===== src/rtl/kti_pkg.sv =====
`timescale 1ns / 1ps
package kti_pkg;

   localparam int NUM_WORDS = 9;
   localparam int CFG_WIDTH = 5;
   localparam logic [CFG_WIDTH-1:0] KEY_COUNT_RESET = 5'd1;

   localparam logic [1:0] FUNC_KEY    = 2'd0;
   localparam logic [1:0] FUNC_BASE   = 2'd1;
   localparam logic [1:0] FUNC_TICK   = 2'd2;
   localparam logic [1:0] FUNC_UNUSED = 2'd3;

   localparam logic [3:0] SEL_TIME  = 4'd0;
   localparam logic [3:0] SEL_FIRST = 4'd1;
   localparam logic [3:0] SEL_LAST  = 4'd9;
   localparam logic [3:0] SEL_FLAGS = 4'd10;

   localparam logic [1:0] CH_POS = 2'd0;
   localparam logic [1:0] CH_ROT = 2'd1;
   localparam logic [1:0] CH_SCL = 2'd2;

   typedef logic [3:0] word_idx_type;
   localparam word_idx_type WORD_END = 4'd9;

   typedef struct packed {
      logic [1:0]         func;
      logic [3:0]         key_index;
      logic [3:0]         word_select;
      logic signed [31:0] word_value;
      logic [31:0]        delta_time;
   } req_type;

   typedef struct packed {
      logic signed [31:0] pos_x;
      logic signed [31:0] pos_y;
      logic signed [31:0] pos_z;
      logic signed [31:0] rot_x;
      logic signed [31:0] rot_y;
      logic signed [31:0] rot_z;
      logic signed [31:0] scl_x;
      logic signed [31:0] scl_y;
      logic signed [31:0] scl_z;
      logic               pos_updated;
      logic               rot_updated;
      logic               scl_updated;
   } rsp_type;

   typedef struct packed {
      logic         accept;
      logic         check;
      logic         div_step;
      word_idx_type word;
      logic         rd_b;
      logic         mul_lerp;
      logic         lerp;
      logic         apply;
      logic         mul_scale;
      logic         store_scale;
      logic         load_rsp;
   } cmd_type;

   typedef struct packed {
      logic       advance;
      logic       recompute;
      logic [2:0] present;
   } status_type;

   function automatic logic [1:0] word_channel(word_idx_type w);
      logic [1:0] ch;
      if (w < 4'd3) begin
         ch = CH_POS;
      end else if (w < 4'd6) begin
         ch = CH_ROT;
      end else begin
         ch = CH_SCL;
      end
      return ch;
   endfunction

endpackage


===== src/rtl/kti_controller.sv =====
`timescale 1ns / 1ps
module kti_controller #(
   parameter int FRAC_BITS = 16
) (
   input  logic                clock,
   input  logic                reset,
   input  logic                req_valid,
   input  logic [1:0]          req_func,
   output logic                req_stall,
   output logic                rsp_valid,
   input  logic                rsp_stall,
   output kti_pkg::cmd_type    cmd,
   input  kti_pkg::status_type status
);

   localparam int DCW = $clog2(FRAC_BITS + 1);

   typedef enum logic [3:0] {
      ST_IDLE,
      ST_CHECK,
      ST_DIV,
      ST_NEXT,
      ST_RD_A,
      ST_RD_B,
      ST_MUL,
      ST_LERP,
      ST_APPLY,
      ST_SCALE,
      ST_FINISH
   } state_type;

   state_type             state_ff;
   logic                  rsp_valid_ff;
   kti_pkg::word_idx_type word_ff;
   logic [DCW-1:0]        div_cnt_ff;
   logic [1:0]            ch;
   logic                  slot_free;

   assign ch = kti_pkg::word_channel(word_ff);
   assign slot_free = !rsp_valid_ff || !rsp_stall;

   always_ff @(posedge clock) begin
      if (reset) begin
         state_ff <= ST_IDLE;
         rsp_valid_ff <= 1'b0;
         word_ff <= '0;
         div_cnt_ff <= '0;
      end else begin
         if (rsp_valid_ff && !rsp_stall) begin
            rsp_valid_ff <= 1'b0;
         end
         unique case (state_ff)
            ST_IDLE: begin
               if (req_valid && (req_func == kti_pkg::FUNC_TICK)) begin
                  state_ff <= ST_CHECK;
               end
            end
            ST_CHECK: begin
               div_cnt_ff <= '0;
               word_ff <= '0;
               state_ff <= status.recompute ? ST_DIV : ST_FINISH;
            end
            ST_DIV: begin
               div_cnt_ff <= div_cnt_ff + DCW'(1);
               if (div_cnt_ff == DCW'(FRAC_BITS)) begin
                  state_ff <= ST_NEXT;
               end
            end
            ST_NEXT: begin
               if (word_ff == kti_pkg::WORD_END) begin
                  state_ff <= ST_FINISH;
               end else if (status.present[ch]) begin
                  state_ff <= ST_RD_A;
               end else begin
                  word_ff <= word_ff + 4'd1;
               end
            end
            ST_RD_A: state_ff <= ST_RD_B;
            ST_RD_B: state_ff <= ST_MUL;
            ST_MUL:  state_ff <= ST_LERP;
            ST_LERP: state_ff <= ST_APPLY;
            ST_APPLY: begin
               if (ch == kti_pkg::CH_SCL) begin
                  state_ff <= ST_SCALE;
               end else begin
                  word_ff <= word_ff + 4'd1;
                  state_ff <= ST_NEXT;
               end
            end
            ST_SCALE: begin
               word_ff <= word_ff + 4'd1;
               state_ff <= ST_NEXT;
            end
            ST_FINISH: begin
               if (slot_free) begin
                  rsp_valid_ff <= 1'b1;
                  state_ff <= ST_IDLE;
               end
            end
            default: state_ff <= ST_IDLE;
         endcase
      end
   end

   always_comb begin
      cmd = '0;
      cmd.word = word_ff;
      unique case (state_ff)
         ST_IDLE:   cmd.accept = req_valid;
         ST_CHECK:  cmd.check = 1'b1;
         ST_DIV:    cmd.div_step = 1'b1;
         ST_RD_B:   cmd.rd_b = 1'b1;
         ST_MUL:    cmd.mul_lerp = 1'b1;
         ST_LERP:   cmd.lerp = 1'b1;
         ST_APPLY: begin
            if (ch == kti_pkg::CH_SCL) begin
               cmd.mul_scale = 1'b1;
            end else begin
               cmd.apply = 1'b1;
            end
         end
         ST_SCALE:  cmd.store_scale = 1'b1;
         ST_FINISH: cmd.load_rsp = slot_free;
         default: ;
      endcase
   end

   assign req_stall = (state_ff != ST_IDLE);
   assign rsp_valid = rsp_valid_ff;

   a_tick_starts: assert property (@(posedge clock) disable iff (reset)
      (state_ff == ST_IDLE && req_valid && req_func == kti_pkg::FUNC_TICK)
      |=> (state_ff == ST_CHECK))
      else $error("tick request did not start the sequence");

   a_div_bound: assert property (@(posedge clock) disable iff (reset)
      (state_ff == ST_DIV) |-> (div_cnt_ff <= DCW'(FRAC_BITS)))
      else $error("divide step count overran");

   a_word_bound: assert property (@(posedge clock) disable iff (reset)
      (word_ff <= kti_pkg::WORD_END))
      else $error("word index out of range");

   a_finish: assert property (@(posedge clock) disable iff (reset)
      (state_ff == ST_FINISH && slot_free) |=> (rsp_valid_ff && state_ff == ST_IDLE))
      else $error("result not posted at finish");

endmodule


===== config.mk =====
export PLATFORM = sky130hd
export DESIGN_NAME = kti_controller
export DESIGN_NICKNAME = d
export VERILOG_FILES = /design/src/rtl/kti_pkg.sv /design/src/rtl/kti_controller.sv
export SDC_FILE = /design/constraint.sdc
export NUM_CORES = 1
export LEC_CHECK = 0
export ABC_AREA = 1
export BUFFER_PORTS_ARGS = -buffer_cell sky130_fd_sc_hd__buf_2
export CORE_MARGIN = 2
export CORE_UTILIZATION = 35
export CTS_BUF_LIST = sky130_fd_sc_hd__clkbuf_8
export CTS_CLUSTER_SIZE = 20
export DETAILED_ROUTE_END_ITERATION = 16
export GPL_TIMING_DRIVEN = 0
export MAX_ROUTING_LAYER = met4
export PLACE_DENSITY = 0.67
export RECOVER_POWER = 50
export SETUP_SLACK_MARGIN = 0.02
export SKIP_CTS_REPAIR_TIMING = 1
export SYNTH_ARGS = -nofsm -noshare
export SYNTH_HDL_FRONTEND = slang
export SYNTH_SLANG_ARGS = --single-unit

===== constraint.sdc =====
create_clock -name clock -period 1.23 [get_ports clock]
set_input_delay 0.369 -clock clock [delete_from_list [all_inputs] [get_ports clock]]
set_output_delay 0.369 -clock clock [all_outputs]
set_load 0.01 [all_outputs]

==> metrics.yaml, run 1 <==
outcome: "finished with violations"
peakVddDrop_v: 0.00122
relSlewSlack: 0.634
grt_max_degree: 11
die_h_um: 56.7
cts_tree: "done"
syn_area_per_cell_um2: 5.96
cts.sinks: 14
p_per_area_nw_per_um2: 1850
h-tree-depth: 1
floorplan.initialDensity: 0.362
synth_top_area_frac: 0.288
grt.overflow.total: 0
root_buffer: "clkbuf_8"
worst_hold_slack_ps: 421
power_leakage_uw: 0.000720
ys_ff_latch: 14
vias_per_cell: 4.76
drt_iter0_drc: 29
max_clock_freq_mhz: 658
wirelength_um: 2580
cts_buffers: 3
start_kind: "register"
drv_cap: 0
insertion_delay_ps: 250
worstSetupPathType: "reg -> out"
grt_usage: 0.153
drc_errors: 0
setup_ws_ps: -291
antenna_left: 0
dr.pass1.iters: 4
die_area_um2: 3220
skew_ps: 0.806
path_clk_slew_ps: 60
drive_gt1_frac: 0.460
crit_required_ps: 860
seq_area_frac_synth: 0.288
layout.nets: 218
die_w_um: 56.7
crit_fanout: 6
syn2layout_area_growth_pct: 53.5
synthesis.nets: 178
violations: "setup timing"
synth.area.top_cells: "dfxtp_1 29%, nand2_1 15%, nor2_1 11%"
cts.path.max_buffers: 2
end_kind: "primary output"
core_area_um2: 2690
grt_pass1_vias: 954
setup_viol: 21
io_buffers: 25
power.total_uw: 2750
synth_cell_types: 19
crit_arrival_ps: 1150
num_io_pins: 27
dpl.hpwl_um: 1750
row_count: 19
yosys_warnings: 0
hold_viol: 0
grt_first_pass_wirelength_um: 3750
fin_crit_ps: 1520
synth_top_cell_by_area: "dfxtp_1"
netlist_area_um2: 972
netlist_instances: 163
rsz0062_at_grt: "yes"
final.period_utilization: 1.24
final_max_slew_viol_count: 0
antenna_cells: 0
place_congestion: 0.785
vias: 1108
antenna_found_initial: 0
avgRoutedWirePerCell_um: 11.1
hp-class: "in -> reg"
worstMarginPinSlew_ps: 548
-- layer usage --
layer  vias up  wire [um]  GRT usage
met5         -          0          -
met4         0         57     0.0918
li1        590          -          -
met2        20       1220      0.238
met1       493       1210      0.187
met3         5         88     0.0207
-- flip-flops by register name (all words and copies together) (netlist names) --
register and cells:
div_cnt_ff 5, state_ff 4, word_ff 4, rsp_valid 1
-- placed cells by master, fill, tap and decap left out, types with 2 or more instances in the layout --
master,n
inv_4,2
nor2_2,8
ha_1,2
nand2_1,33
a211oi_2,3
dfxtp_4,5
dfxtp_2,3
nand2_2,8
buf_4,9
clkbuf_1,4
inv_2,5
clkbuf_8,3
dfxtp_1,6
nor2_4,9
nand3_1,15
buf_6,5
nor2_1,15
nand2_4,5
inv_1,18
nor3_2,2
a21oi_1,9
buf_2,19
-- synth_stat cells --
cell	n
nand2_1	40
nor2_1	29
inv_1	26
nand3_1	17
dfxtp_1	14
a21oi_1	10
nand2_2	6
ha_1	4
a211oi_1	3
nor3_1	3
nor2_4	2
o21ai_0	2
buf_4	1
clkbuf_1	1
inv_2	1
nand4_1	1
nor2_2	1
or2_1	1
xor2_1	1
-- through the flow --
step	TNS [ps]	instances	util	setup WS, ps	area (um^2)
finish	-3660	233	0.556	-291	1490
global route	-5150	233	0.556	-328	1490
CTS	-5690	223	0.459	-505	1230
detailed placement	-2330	219	0.442	-212	1190
global placement	-2180	219	0.442	-218	1190
floorplan	-6.36	163	-	-5.68	1020
-- power breakdown --
group          total, uW  switching, uW  internal [uW]
Combinational       1660            946            710
Clock                392            170            222
Sequential           707            148            559
-- area by class of cell --
class,instances,area (um^2)
clock inverter,1,3.75
multi-input combinational,120,753
sequential,14,303
tap,31,38.8
buffer,2,15.0
fill,273,1190
clock buffer,3,41.3
inverter,27,119
timing repair buffer,35,219
-- worst max-delay path, stage by stage (launching register included) --
cell	delay (ps)
dfxtp_4	370
inv_8	90
nand2_4	70
nor2_4	220
buf_6	140
-- kinds of logic (layout without fill, tap and decap cells) --
logic type               Yosys count  in the layout  share of synthesized area
AND/OR/NAND/NOR                  100            100                      0.450
buffers and inverters             29             68                      0.116
AO/OA/AOI/OAI                     15             15                     0.0849
flip-flops                        14             14                      0.288
adder cells (fa/ha/maj)            4              4                     0.0515
XOR/XNOR                           1              1                    0.00901
-- path summary, 6_finish.rpt --
kind	startpoint	end	slack (ps)	depth (start not counted)
hold / removal	rsp_stall	rsp_valid	420	3
setup reg to reg	state_ff[2]	state_ff[1]	-120	10
hold reg to reg	word_ff[3]	word_ff[3]	500	2
setup / recovery	state_ff[2]	cmd[11]	-290	4
Note: power is estimated with default switching activity, not from simulation.
==> run 2, diff against run 1 <==
==> constraint.sdc (replaced) <==
create_clock -name clock -period 1.23 [get_ports clock]
set_input_delay 0.369 -clock clock [delete_from_list [all_inputs] [get_ports clock]]
set_output_delay 0.369 -clock clock [all_outputs]
set_load 0.02 [all_outputs]
==> run 2 against run 1 <==
Net effect:
- the flow still finishes with violations (setup timing)
- final cell count unchanged
- non-clock buffer count is the same
- total power grew 0.60%
- maximum frequency down 1.2%
- sequential share of layout area decreased by 1.2 points
- combinational power about the same
- critical path depth grew 1
- sequential cell count stayed put
- setup slack worse by 18 ps
- core utilization grew 4.6 points
- design area up 8.3%
- die area unchanged
- critical endpoint is now cmd[4]
- largest power group unchanged
==> metrics.yaml, run 2 (synthesis results as in run 1) <==
outcome: "finished with violations"  # unchanged
violations: "setup timing"  # unchanged
antenna_cells: 0  # unchanged
fin_area_um2: 1620  # was 1490 um^2
insertion_delay_ps: 240  # was 250 ps
hold_start: "reset"  # was rsp_stall
power_leakage_uw: 0.000755  # was 0.000720 uW
core_area_um2: 2690  # unchanged
grt.overflow.total: 0  # unchanged
setup_viol: 19  # was 21
grt_max_degree: 11  # unchanged
rsz0062_at_grt: "yes"  # unchanged
reg2regPathDepth: 9  # was 10
peakVddDrop_v: 0.00105  # was 0.00122 V
die_w_um: 56.7  # unchanged
wirelength_um: 2720  # was 2580 um
max_clock_freq_mhz: 650  # was 658 MHz
layout_commonest_cell: "nand2_1"  # unchanged
hold_viol: 0  # unchanged
vias: 1146  # was 1108
cts.path.max_buffers: 2  # unchanged
grt_first_pass_wirelength_um: 3800  # was 3750 um
placed_area_um2: 1180  # was 1190 um^2
largest_reg_flops: 5  # unchanged
r2r_slack_ps: -220  # was -120 ps
crit_arrival_ps: 1170  # was 1150 ps
root_buffer: "clkbuf_8"  # unchanged
io_buffers: 25  # unchanged
drive_gt1_frac: 0.540  # was 0.460
placed_cells: 219  # unchanged
largest_register: "div_cnt_ff"  # unchanged
cts_buffers: 3  # unchanged
worstSetupPathType: "reg -> out"  # unchanged
seq_power_share: 0.256  # was 0.257
holdPathEnd: "div_cnt_ff[3]"  # was rsp_valid
final_cell_mix: "28 x nand2_1, 17 x inv_1, 15 x nor2_4"  # was 33 x nand2_1, 19 x buf_2, 18 x inv_1
grt_pass1_vias: 919  # was 954
drt_iter0_drc: 29  # unchanged
h-tree-depth: 1  # unchanged
worst_hold_slack_ps: 337  # was 421 ps
floorplan.initialDensity: 0.362  # unchanged
dpl.hpwl_um: 1780  # was 1750 um
rr_startpoint: "state_ff[3]"  # was state_ff[2]
p_per_area_nw_per_um2: 1710  # was 1850 nW/um^2
crit_start: "state_ff[2]"  # unchanged
crit_required_ps: 860  # about the same
switching_share: 0.485  # was 0.459
pwr-share-comb: 0.609  # was 0.601
cts_tree: "done"  # unchanged
holdPathStages: 2  # was 3
final.period_utilization: 1.25  # was 1.24
reg2reg_to: "word_ff[0]"  # was state_ff[1]
grt_usage: 0.153  # about the same
power.switching_uw: 1340  # was 1260 uW
relSlewSlack: 0.649  # was 0.634
worstMarginPinSlew_ps: 527  # was 548 ps
end_kind: "primary output"  # unchanged
drc_errors: 0  # unchanged
avgRoutedWirePerCell_um: 11.7  # was 11.1 um
die_h_um: 56.7  # unchanged
syn2layout_area_growth_pct: 66.3  # was 53.5%
start_kind: "register"  # unchanged
drv_cap: 0  # unchanged
final_max_slew_viol_count: 0  # unchanged
num_io_pins: 27  # unchanged
fin_util: 0.602  # was 0.556
dr.pass1.iters: 4  # unchanged
die_area_um2: 3220  # unchanged
vias_per_cell: 4.92  # was 4.76
hp-class: "in -> reg"  # unchanged
place_congestion: 0.849  # was 0.785
skew_ps: 0.669  # was 0.806 ps
path_clk_slew_ps: 50  # was 60 ps
p_int_uw: 1430  # was 1490 uW
fin_crit_ps: 1540  # was 1520 ps
cts.sinks: 14  # unchanged
row_count: 19  # unchanged
crit_fanout: 6  # unchanged
layout.nets: 218  # unchanged
setup_ws_ps: -309  # was -291 ps
antenna_left: 0  # unchanged
clockPowerShare: 0.135  # was 0.142
fin_cells: 233  # unchanged
antenna_found_initial: 0  # unchanged
reg_top3: "div_cnt_ff (5), state_ff (4), word_ff (4)"  # unchanged
-- run 2: changes by cell type in the layout (fill, tap and decap cells not counted), sizes merged --
cell | previous run | this run
clkinv | 1 | 0
inv | 27 | 28
clkbuf | 7 | 4
buf | 33 | 36
-- run 2: critical path: stages, from the launching register on --
cell and delay [ps]:
dfxtp_4 380, inv_6 60, nor2_4 130, inv_2 80, nor2_4 140, buf_6 130
-- run 2: per-layer routing --
layer	up-vias	track usage	wire length, um
met2	19	0.251	1480
met3	5	0.0369	83
li1	585	-	-
met4	0	0.0510	29
met5	-	-	0
met1	537	0.184	1120
-- run 2: worst max path at each step --
stage                  endpoint  slack [ps]
floorplan            word_ff[1]        -110
global placement    state_ff[1]        -240
detailed placement       cmd[0]        -230
CTS                      cmd[0]        -500
global route             cmd[3]        -340
finish                   cmd[4]        -310
-- run 2: power groups by stage --
stage / Combinational, uW / Clock (uW) / Sequential, uW
floorplan: 907 / 0 / 652
global placement: 1190 / 0 / 652
detailed placement: 1180 / 0 / 650
CTS: 1190 / 389 / 639
global route: 1850 / 412 / 723
finish: 1690 / 375 / 708
-- run 2: through the flow --
step	setup WS (ps)	TNS (ps)	total power [uW]
CTS	-496	-5750	2220
global route	-342	-5190	2990
finish	-309	-4000	2770
detailed placement	-226	-2620	1830
floorplan	-107	-630	1560
global placement	-238	-2760	1840
-- run 2: cell type report --
| class | instances | area, um^2 |
|---|---|---|
| Fill cell | 245 | 1070 |
| Multi-Input combinational cell | 120 | 821 |
| Sequential cell | 14 | 308 |
| Timing Repair Buffer | 35 | 273 |
| Inverter | 27 | 116 |
| Clock buffer | 3 | 41.3 |
| Tap cell | 31 | 38.8 |
| Buffer | 2 | 15.0 |
| Clock inverter | 1 | 3.75 |
